--- src/rtl/hop_channel_frequency_defines.svh ---
// ============================================================================
// Assertion macros for the hop channel frequency block
// Concurrent property wrappers, compiled out when NO_ASSERTIONS is defined.
// ============================================================================
`ifndef HOP_CHANNEL_FREQUENCY_DEFINES_SVH
`define HOP_CHANNEL_FREQUENCY_DEFINES_SVH

`ifndef NO_ASSERTIONS

// Same-cycle implication, disabled during reset
`define HCF_ASSERT_IMPL(lbl, clk, rst_n, ante, cons) \
    lbl: assert property (@(posedge clk) disable iff (!(rst_n)) (ante) |-> (cons)) \
        else $error("hop_channel_frequency: assertion failed");

// Next-cycle implication, disabled during reset
`define HCF_ASSERT_NEXT(lbl, clk, rst_n, ante, cons) \
    lbl: assert property (@(posedge clk) disable iff (!(rst_n)) (ante) |=> (cons)) \
        else $error("hop_channel_frequency: assertion failed");

`else

`define HCF_ASSERT_IMPL(lbl, clk, rst_n, ante, cons)
`define HCF_ASSERT_NEXT(lbl, clk, rst_n, ante, cons)

`endif

`endif

--- src/rtl/hcf_pkg.sv ---
// ============================================================================
// Hop channel frequency package
// Widths, slot constants and per-slot sub-band tables.
// ============================================================================
`timescale 1ns / 1ps

package hcf_pkg;

    // Field widths
    localparam int SEC_W   = 6;
    localparam int MIN_W   = 6;
    localparam int HOUR_W  = 5;
    localparam int DAY_W   = 5;
    localparam int KEY_W   = 31;
    localparam int SUM_W   = 32;
    localparam int PSUM_W  = 13;
    localparam int HZ_W    = 24;
    localparam int SLOT_W  = 4;

    localparam int IN_TDATA_W  = 24;
    localparam int OUT_TDATA_W = 32;

    // Remainder pipeline: one bit of the sum per step
    localparam int MOD_STAGES   = 8;
    localparam int MOD_BITS     = SUM_W / MOD_STAGES;

    // Clamp limits
    localparam logic [SEC_W-1:0]  SEC_MAX  = SEC_W'(59);
    localparam logic [MIN_W-1:0]  MIN_MAX  = MIN_W'(59);
    localparam logic [HOUR_W-1:0] HOUR_MAX = HOUR_W'(23);

    // Slot number range at the output
    localparam logic [SLOT_W-1:0] SLOT_NUM_MIN = SLOT_W'(1);
    localparam logic [SLOT_W-1:0] SLOT_NUM_MAX = SLOT_W'(10);

    // Frequency range in kHz
    localparam int KHZ_MIN = 1622;
    localparam int KHZ_MAX = 11585;

    typedef logic [SLOT_W-1:0] t_slot;   // 0..9 inside the pipe
    typedef logic [10:0]       t_width;  // slot total width, up to 1314
    typedef logic [13:0]       t_khz;    // frequency in kHz, up to 11584

    // Thresholds and start adjustments for the sub-band walk:
    // off < t1 -> a0 + off; off < t2 -> a1 + off; else a2 + off
    typedef struct packed {
        t_width t1;
        t_width t2;
        t_khz   a0;
        t_khz   a1;
        t_khz   a2;
    } t_band;

    // Total band width of a slot
    function automatic t_width slot_width(input t_slot slot);
        t_width w;
        unique case (slot)
            4'd0:    w = 11'd352;
            4'd1:    w = 11'd460;
            4'd2:    w = 11'd263;
            4'd3:    w = 11'd260;
            4'd4:    w = 11'd643;
            4'd5:    w = 11'd715;
            4'd6:    w = 11'd534;
            4'd7:    w = 11'd844;
            4'd8:    w = 11'd1314;
            4'd9:    w = 11'd1280;
            default: w = 11'd352;
        endcase
        return w;
    endfunction

    // Sub-band layout of a slot; unused bands repeat the last one
    function automatic t_band slot_band(input t_slot slot);
        t_band b;
        unique case (slot)
            4'd0:    b = '{t1: 11'd352, t2: 11'd352,  a0: 14'd1622, a1: 14'd1622, a2: 14'd1622};
            4'd1:    b = '{t1: 11'd183, t2: 11'd460,  a0: 14'd1975, a1: 14'd2023, a2: 14'd2023};
            4'd2:    b = '{t1: 11'd93,  t2: 11'd263,  a0: 14'd2517, a1: 14'd2572, a2: 14'd2572};
            4'd3:    b = '{t1: 11'd215, t2: 11'd260,  a0: 14'd3170, a1: 14'd3300, a2: 14'd3300};
            4'd4:    b = '{t1: 11'd324, t2: 11'd643,  a0: 14'd3561, a1: 14'd3691, a2: 14'd3691};
            4'd5:    b = '{t1: 11'd300, t2: 11'd515,  a0: 14'd4335, a1: 14'd4465, a2: 14'd4560};
            4'd6:    b = '{t1: 11'd189, t2: 11'd329,  a0: 14'd5276, a1: 14'd5556, a2: 14'd5886};
            4'd7:    b = '{t1: 11'd89,  t2: 11'd494,  a0: 14'd6421, a1: 14'd6691, a2: 14'd6971};
            4'd8:    b = '{t1: 11'd984, t2: 11'd1314, a0: 14'd7816, a1: 14'd8071, a2: 14'd8071};
            4'd9:    b = '{t1: 11'd65,  t2: 11'd1110, a0: 14'd9915, a1: 14'd10050, a2: 14'd10305};
            default: b = '{t1: 11'd352, t2: 11'd352,  a0: 14'd1622, a1: 14'd1622, a2: 14'd1622};
        endcase
        return b;
    endfunction

endpackage

--- src/rtl/hop_channel_frequency.sv ---
// ============================================================================
// Hop channel frequency
// Maps a wall-clock time and the network key to a hopping channel frequency.
// ============================================================================
//  channel   | direction | tdata / data fields (lsb first)
//  ----------+-----------+--------------------------------------------------
//  s_axis    | in        | second[5:0] minute[11:6] hour[16:12] day[21:17]
//  m_axis    | out       | frequency_hz[23:0] slot_index[27:24]
//  cfg       | in        | network_key[30:0], always ready
//
//  One item enters per cycle unless m_axis stalls; each result passes through
//  the 32-step remainder chain, spread over 8 stages of 4 steps, plus input,
//  key-add, band-walk and scale stages before it leaves.
//  A stall on m_axis freezes the whole pipe; s_axis ready follows it.
//  Reset is synchronous, active low, and clears the valid bits and the key.
// ============================================================================
`timescale 1ns / 1ps

module hop_channel_frequency (
    input  logic                               i_clk,
    input  logic                               i_rst_n,
    // second, minute, hour, day (lsb first), zero padded
    input  logic [hcf_pkg::IN_TDATA_W-1:0]     i_s_axis_tdata,
    input  logic                               i_s_axis_tvalid,
    output logic                               o_s_axis_tready,
    // frequency_hz, slot_index (lsb first), zero padded
    output logic [hcf_pkg::OUT_TDATA_W-1:0]    o_m_axis_tdata,
    output logic                               o_m_axis_tvalid,
    input  logic                               i_m_axis_tready,
    input  logic [hcf_pkg::KEY_W-1:0]          i_cfg_data,
    input  logic                               i_cfg_valid,
    output logic                               o_cfg_ready
);

    import hcf_pkg::*;

    `include "hop_channel_frequency_defines.svh"

    // One remainder step block: shift in MOD_BITS bits, restoring subtract each
    function automatic t_width mod_step(input t_width rem, input logic [MOD_BITS-1:0] bits,
                                        input t_width div);
        logic [11:0] acc;
        t_width      r;
        r = rem;
        for (int b = MOD_BITS - 1; b >= 0; b--) begin
            acc = {r, bits[b]};
            if (acc >= {1'b0, div}) begin
                acc = acc - {1'b0, div};
            end
            r = acc[10:0];
        end
        return r;
    endfunction

    logic w_adv;

    // Configuration register
    logic [KEY_W-1:0] r_network_key;

    // Stage 1: partial sum of the clamped time, slot
    logic               r_s1_vld;
    logic [PSUM_W-1:0]  r_s1_psum;
    t_slot              r_s1_slot;

    // Stage 2: full sum and divisor
    logic               r_s2_vld;
    logic [SUM_W-1:0]   r_s2_sum;
    t_slot              r_s2_slot;
    t_width             r_s2_div;

    // Remainder stages
    logic               r_m_vld  [MOD_STAGES];
    logic [SUM_W-1:0]   r_m_sum  [MOD_STAGES];
    t_width             r_m_rem  [MOD_STAGES];
    t_width             r_m_div  [MOD_STAGES];
    t_slot              r_m_slot [MOD_STAGES];

    // Band walk stage
    logic               r_w_vld;
    t_khz               r_w_khz;
    t_slot              r_w_slot;

    // Output stage
    logic               r_o_vld;
    logic [HZ_W-1:0]    r_o_hz;
    t_slot              r_o_slot;

    // Advance the pipe unless the output holds an untaken result
    assign w_adv           = !r_o_vld || i_m_axis_tready;
    assign o_s_axis_tready = w_adv;
    assign o_cfg_ready     = 1'b1;

    // Key register
    always_ff @(posedge i_clk) begin
        if (!i_rst_n) begin
            r_network_key <= '0;
        end else if (i_cfg_valid) begin
            r_network_key <= i_cfg_data;
        end
    end

    // Stage 1: clamp fields, weighted sum, slot = x/12 via reciprocal 171/2048
    logic [SEC_W-1:0]  n_sec;
    logic [MIN_W-1:0]  n_min;
    logic [HOUR_W-1:0] n_hour;
    logic [DAY_W-1:0]  n_day;
    logic [6:0]        n_sec_x;
    logic [14:0]       n_slot_prod;
    logic [PSUM_W-1:0] n_psum;

    always_comb begin
        n_sec  = i_s_axis_tdata[5:0];
        n_min  = i_s_axis_tdata[11:6];
        n_hour = i_s_axis_tdata[16:12];
        n_day  = i_s_axis_tdata[21:17];
        if (n_sec > SEC_MAX) begin
            n_sec = SEC_MAX;
        end
        if (n_min > MIN_MAX) begin
            n_min = MIN_MAX;
        end
        if (n_hour > HOUR_MAX) begin
            n_hour = HOUR_MAX;
        end
        n_sec_x     = (n_min[0] ? 7'd60 : 7'd0) + 7'(n_sec);
        n_slot_prod = 15'(n_sec_x) * 15'd171;
        n_psum      = PSUM_W'(n_sec)  * PSUM_W'(47)
                    + PSUM_W'(n_min)  * PSUM_W'(22)
                    + PSUM_W'(n_hour) * PSUM_W'(57)
                    + PSUM_W'(n_day)  * PSUM_W'(43);
    end

    always_ff @(posedge i_clk) begin
        if (!i_rst_n) begin
            r_s1_vld <= 1'b0;
        end else if (w_adv) begin
            r_s1_vld <= i_s_axis_tvalid;
        end
    end

    always_ff @(posedge i_clk) begin
        if (w_adv) begin
            r_s1_psum <= n_psum;
            r_s1_slot <= t_slot'(n_slot_prod[14:11]);
        end
    end

    // Stage 2: add the key, look up the slot width
    always_ff @(posedge i_clk) begin
        if (!i_rst_n) begin
            r_s2_vld <= 1'b0;
        end else if (w_adv) begin
            r_s2_vld <= r_s1_vld;
        end
    end

    always_ff @(posedge i_clk) begin
        if (w_adv) begin
            r_s2_sum  <= SUM_W'(r_network_key) + SUM_W'(r_s1_psum);
            r_s2_slot <= r_s1_slot;
            r_s2_div  <= slot_width(r_s1_slot);
        end
    end

    // Remainder stages: each consumes the next MOD_BITS bits, msb first
    for (genvar k = 0; k < MOD_STAGES; k++) begin : g_mod
        logic             w_vld_in;
        logic [SUM_W-1:0] w_sum_in;
        t_width           w_rem_in;
        t_width           w_div_in;
        t_slot            w_slot_in;

        if (k == 0) begin : g_first
            assign w_vld_in  = r_s2_vld;
            assign w_sum_in  = r_s2_sum;
            assign w_rem_in  = '0;
            assign w_div_in  = r_s2_div;
            assign w_slot_in = r_s2_slot;
        end else begin : g_next
            assign w_vld_in  = r_m_vld[k-1];
            assign w_sum_in  = r_m_sum[k-1];
            assign w_rem_in  = r_m_rem[k-1];
            assign w_div_in  = r_m_div[k-1];
            assign w_slot_in = r_m_slot[k-1];
        end

        always_ff @(posedge i_clk) begin
            if (!i_rst_n) begin
                r_m_vld[k] <= 1'b0;
            end else if (w_adv) begin
                r_m_vld[k] <= w_vld_in;
            end
        end

        always_ff @(posedge i_clk) begin
            if (w_adv) begin
                r_m_sum[k]  <= w_sum_in;
                r_m_rem[k]  <= mod_step(w_rem_in,
                                        w_sum_in[SUM_W-1-k*MOD_BITS -: MOD_BITS], w_div_in);
                r_m_div[k]  <= w_div_in;
                r_m_slot[k] <= w_slot_in;
            end
        end
    end

    // Band walk: pick the sub-band from the offset and add its start
    t_band  n_band;
    t_width n_off;
    t_khz   n_khz;

    always_comb begin
        n_off  = r_m_rem[MOD_STAGES-1];
        n_band = slot_band(r_m_slot[MOD_STAGES-1]);
        if (n_off < n_band.t1) begin
            n_khz = n_band.a0 + t_khz'(n_off);
        end else if (n_off < n_band.t2) begin
            n_khz = n_band.a1 + t_khz'(n_off);
        end else begin
            n_khz = n_band.a2 + t_khz'(n_off);
        end
    end

    always_ff @(posedge i_clk) begin
        if (!i_rst_n) begin
            r_w_vld <= 1'b0;
        end else if (w_adv) begin
            r_w_vld <= r_m_vld[MOD_STAGES-1];
        end
    end

    always_ff @(posedge i_clk) begin
        if (w_adv) begin
            r_w_khz  <= n_khz;
            r_w_slot <= r_m_slot[MOD_STAGES-1];
        end
    end

    // Output stage: kHz times 1000 as 1024 - 16 - 8, slot numbered from one
    logic [HZ_W-1:0] n_hz;

    assign n_hz = (HZ_W'(r_w_khz) << 10) - (HZ_W'(r_w_khz) << 4) - (HZ_W'(r_w_khz) << 3);

    always_ff @(posedge i_clk) begin
        if (!i_rst_n) begin
            r_o_vld <= 1'b0;
        end else if (w_adv) begin
            r_o_vld <= r_w_vld;
        end
    end

    always_ff @(posedge i_clk) begin
        if (w_adv) begin
            r_o_hz   <= n_hz;
            r_o_slot <= r_w_slot + t_slot'(1);
        end
    end

    assign o_m_axis_tvalid = r_o_vld;
    assign o_m_axis_tdata  = {{(OUT_TDATA_W - HZ_W - SLOT_W){1'b0}}, r_o_slot, r_o_hz};

    // Checks on the pipe
    `HCF_ASSERT_NEXT(a_accept_enters, i_clk, i_rst_n, i_s_axis_tvalid && o_s_axis_tready, r_s1_vld)
    `HCF_ASSERT_IMPL(a_rem_below_div, i_clk, i_rst_n, r_m_vld[MOD_STAGES-1], r_m_rem[MOD_STAGES-1] < r_m_div[MOD_STAGES-1])
    `HCF_ASSERT_IMPL(a_khz_in_band, i_clk, i_rst_n, r_w_vld, (r_w_khz >= t_khz'(KHZ_MIN)) && (r_w_khz <= t_khz'(KHZ_MAX)))
    `HCF_ASSERT_IMPL(a_slot_range, i_clk, i_rst_n, r_o_vld, (r_o_slot >= SLOT_NUM_MIN) && (r_o_slot <= SLOT_NUM_MAX))

endmodule
--- config.mk ---
export PLATFORM = sky130hd
export DESIGN_NAME = hop_channel_frequency
export DESIGN_NICKNAME = d
export VERILOG_FILES = /design/src/rtl/hcf_pkg.sv /design/src/rtl/hop_channel_frequency.sv
export VERILOG_INCLUDE_DIRS = /design/src /design/src/rtl
export SDC_FILE = /design/constraint.sdc
export NUM_CORES = 2
export LEC_CHECK = 0
export ABC_AREA = 1
export BUFFER_PORTS_ARGS = -buffer_cell sky130_fd_sc_hd__buf_2
export CELL_PAD_IN_SITES_DETAIL_PLACEMENT = 1
export CELL_PAD_IN_SITES_GLOBAL_PLACEMENT = 1
export CORE_ASPECT_RATIO = 0.9
export CORE_MARGIN = 3
export CORE_UTILIZATION = 40
export DETAILED_ROUTE_END_ITERATION = 12
export GPL_TIMING_DRIVEN = 0
export HOLD_SLACK_MARGIN = 0.05
export PLACE_DENSITY = 0.83
export SLEW_MARGIN = 20
export SYNTH_ARGS = -nofsm -noshare
export SYNTH_HDL_FRONTEND = slang
export SYNTH_SLANG_ARGS = --single-unit
--- constraint.sdc ---
create_clock -name i_clk -period 10.8 [get_ports i_clk]
set_input_delay 0.54 -clock i_clk [delete_from_list [all_inputs] [get_ports i_clk]]
set_output_delay 0.54 -clock i_clk [all_outputs]
set_load 0.05 [all_outputs]
==> flow_metrics.tcl <==
set metrics [dict create \
    syn_area_sq_um 42930 \
    min_period_ns 8.730 \
    fin_nets 6224 \
    rsz0062_at_grt "false" \
    r2r_cells 47 \
    yosysWarnings 0 \
    status "finished clean" \
    overflow 0 \
    synth-edff-count 423 \
    reg2reg_slack_ns 2.07 \
    endpoint "r_m_rem[1][18]" \
    crit_start "r_m_div[4][0]" \
    ys.flop_type "edfxtp_1" \
    whs_ns 0.1232 \
    place_ws_ns 2.215 \
    cts_setup_buffers 0 \
    nFillCells 13040 \
    critPathBufInv 8 \
    synth_cell_types 63 \
    wl_per_cell_um 18.23 \
    grt_max_degree 38 \
    yosysSeqAreaShare 0.3127 \
    drt_iter0_markers 2052 \
    clkLatencyLatePin_ns 0.65 \
    cpLargestDelayFamily "simple AND/OR/NAND/NOR gates" \
    die_area_sq_um 111300 \
    ys_async_sr_fraction 0 \
    vias 37200 \
    drcViolationCount 0 \
    worst_pin_slew_ns 0.8529 \
    n_antenna_cell 0 \
    hpwl_mm 102.1 \
    ys_seq_elements 459 \
    num_io_pins 95 \
    cts_root_buffer "clkbuf_16" \
    place_inst 6849 \
    max_cap_viol_count 0 \
    vias_per_cell 5.355 \
    core_sq_um 106000 \
    cts_resized 0 \
    fin_cells 6947 \
    skew_ns 0.06465 \
    clockBufferDepth 3 \
    clock-sinks 459 \
    endpoint_kind "flip-flop" \
    slowest_stage "edfxtp_1" \
    arrival_ns 9.07 \
    cpPeakStageDelay_ns 0.62 \
    max_freq_mhz 114.5 \
    cts_hold_buf 0 \
    numCtsBuffers 52 \
    ant_nets 0 \
    drv_slew 0 \
    gp_congestion 0.8989 \
    finalCritPeriodShare 0.8084 \
    r2r-start "r_m_div[4][0]" \
    cpMostUsedCell "nand2_1" \
    wl_mm 126.7 \
    netlist_instances 5366 \
    drt_first_pass_iters 7 \
    critical_path.max_fanout 10 \
    setup_ws_ns 2.070 \
    cts_tree "done" \
    r2r-end "r_m_rem[1][18]" \
    areaGrowthSynthToFinish_pct 9.842 \
    hold_violations 0 \
    setup_viol 0 \
    maxSlewHeadroom 0.4302 \
    grt_antenna_before_repair 1 \
    htree_levels 2 \
    hp-class "in2reg" \
    syn_avg_cell_area_sq_um 8.001 \
    start_kind "flip-flop" \
    path_class "reg2reg" \
    cp.depth 47 \
    die_y_um 316.8 \
    layout-drive-gt1-share 0.07580 \
    first_global_vias 39220 \
    grt.total_usage 0.2251 \
    grt_pass1_wl_mm 203.7 \
    clk_pin_slew_ns 0.06 \
    initial_core_util 0.4049 \
    io_buffer_count 83 \
    row_count 113 \
    die_x_um 351.3 \
    tns_ns 0 \
    crit_required_ns 11.14 \
]
## synth_stat cells, types with 19 or more instances
master       n  share of area
o21bai_1    24         0.0042
o21ai_0    244          0.028
nor2_1     399          0.035
or2_2       23         0.0034
o21ai_1     37         0.0043
nand3_1    240          0.028
nand3_2     28         0.0065
inv_1      803          0.070
nand2_1   1300           0.11
xor2_1     210          0.043
a21o_1      19         0.0033
fa_1       110          0.051
nor3_1      48         0.0056
ha_1       531           0.15
o21ai_2     23         0.0047
edfxtp_1   423           0.30
xnor2_1    111          0.023
a21oi_1    378          0.044
nand4_1     73          0.011
nand2_2     28         0.0041
dfxtp_1     36          0.017
buf_4       21         0.0037
inv_2       22         0.0019
clkbuf_1    21         0.0018
## worst register-to-register path, delay by kind of cell (launching register included)
kind	cells	cell delay [ns]
AOI/OAI and AO/OA	8	2.18
adders and majority gates	5	1.76
buffers and inverters	8	0.90
DFF	1	0.62
and+or+nand+nor	26	3.02
## worst min-delay path by stage
stage | from | to | slack (ns) | cells past startpoint
detailed placement | r_m_slot[0][4] | r_m_slot[0][8] | 0.41 | 0
floorplan | g_mod[0].w_slot_in[0] | r_m_slot[0][0] | 0.40 | 0
CTS | i_cfg_data[15] | r_network_key[15] | 0.09 | 3
global placement | g_mod[0].w_slot_in[0] | r_m_slot[0][0] | 0.40 | 0
finish | i_cfg_data[27] | r_network_key[27] | 0.12 | 3
global route | i_cfg_data[27] | r_network_key[27] | 0.10 | 3
## placed cells by master (no fill, tap or decap), types with 48 or more instances in the layout
cell / n
a21oi_1: 378
buf_2: 97
clkbuf_16: 52
edfxtp_1: 423
fa_1: 110
ha_1: 531
inv_1: 802
nand2_1: 1300
nand3_1: 240
nand4_1: 73
nor2_1: 399
nor3_1: 48
o21ai_0: 244
xnor2_1: 111
xor2_1: 210
## layer usage
metal	up-vias	GRT usage	part of all wire
li1	18090	-	-
met1	18110	0.2936	0.45
met2	770	0.3936	0.48
met3	238	0.02204	0.037
met4	0	0.06977	0.031
met5	-	0	0
## registers in the layout, indices dropped and copies added, names as in the netlist
signal           cells
o_m_axis_tvalid      1
r_m_rem             88
r_w_slot             4
r_m_vld              8
r_network_key       31
r_s1_psum           13
r_m_sum            112
r_o_hz              21
g_mod.w_slot_in      4
r_s1_vld             1
g_mod.w_sum_in      32
r_m_div             77
r_m_slot            32
r_o_slot             4
r_w_vld              1
r_w_khz             14
g_mod.w_vld_in       1
r_s1_slot            4
g_mod.w_div_in      11
## cell type report
| class | instances | area, sq um | share of cell area |
|---|---|---|---|
| flip-flops and latches | 459 | 13420 | 0.2846 |
| multi-input cells | 4007 | 25890 | 0.5491 |
| clock inverters | 36 | 395.4 | 0.008384 |
| plain buffers | 76 | 516.7 | 0.01096 |
| repair buffers | 97 | 718.2 | 0.01523 |
| well taps | 1380 | 1727 | 0.03661 |
| inverters | 830 | 3127 | 0.06630 |
| clock buffers | 62 | 1359 | 0.02881 |
## logic make-up (layout without fill, tap and decap cells)
kind of cell             Yosys count  after routing  share of synthesized area
AO/OA/AOI/OAI                    835            835                     0.1098
adder cells (fa/ha/maj)          641            641                     0.2060
flip-flops                       459            459                     0.3127
XOR/XNOR                         321            321                    0.06549
AND/OR/NAND/NOR                 2202           2202                     0.2210
other                              2              8                  0.0001749
buffers and inverters            906           1101                    0.08478
## through the flow
stage | area [sq um] | utilization
final | 47160 | 0.4447
after global routing | 47160 | 0.4447
after CTS | 47160 | 0.4447
after detailed placement | 45400 | 0.4282
after global placement | 45100 | 0.4253
after floorplan | 42960 | -
Power is left out: the tool's default activity adds up to more than one toggle a clock period on the data nets, which glitch-free logic cannot reach.
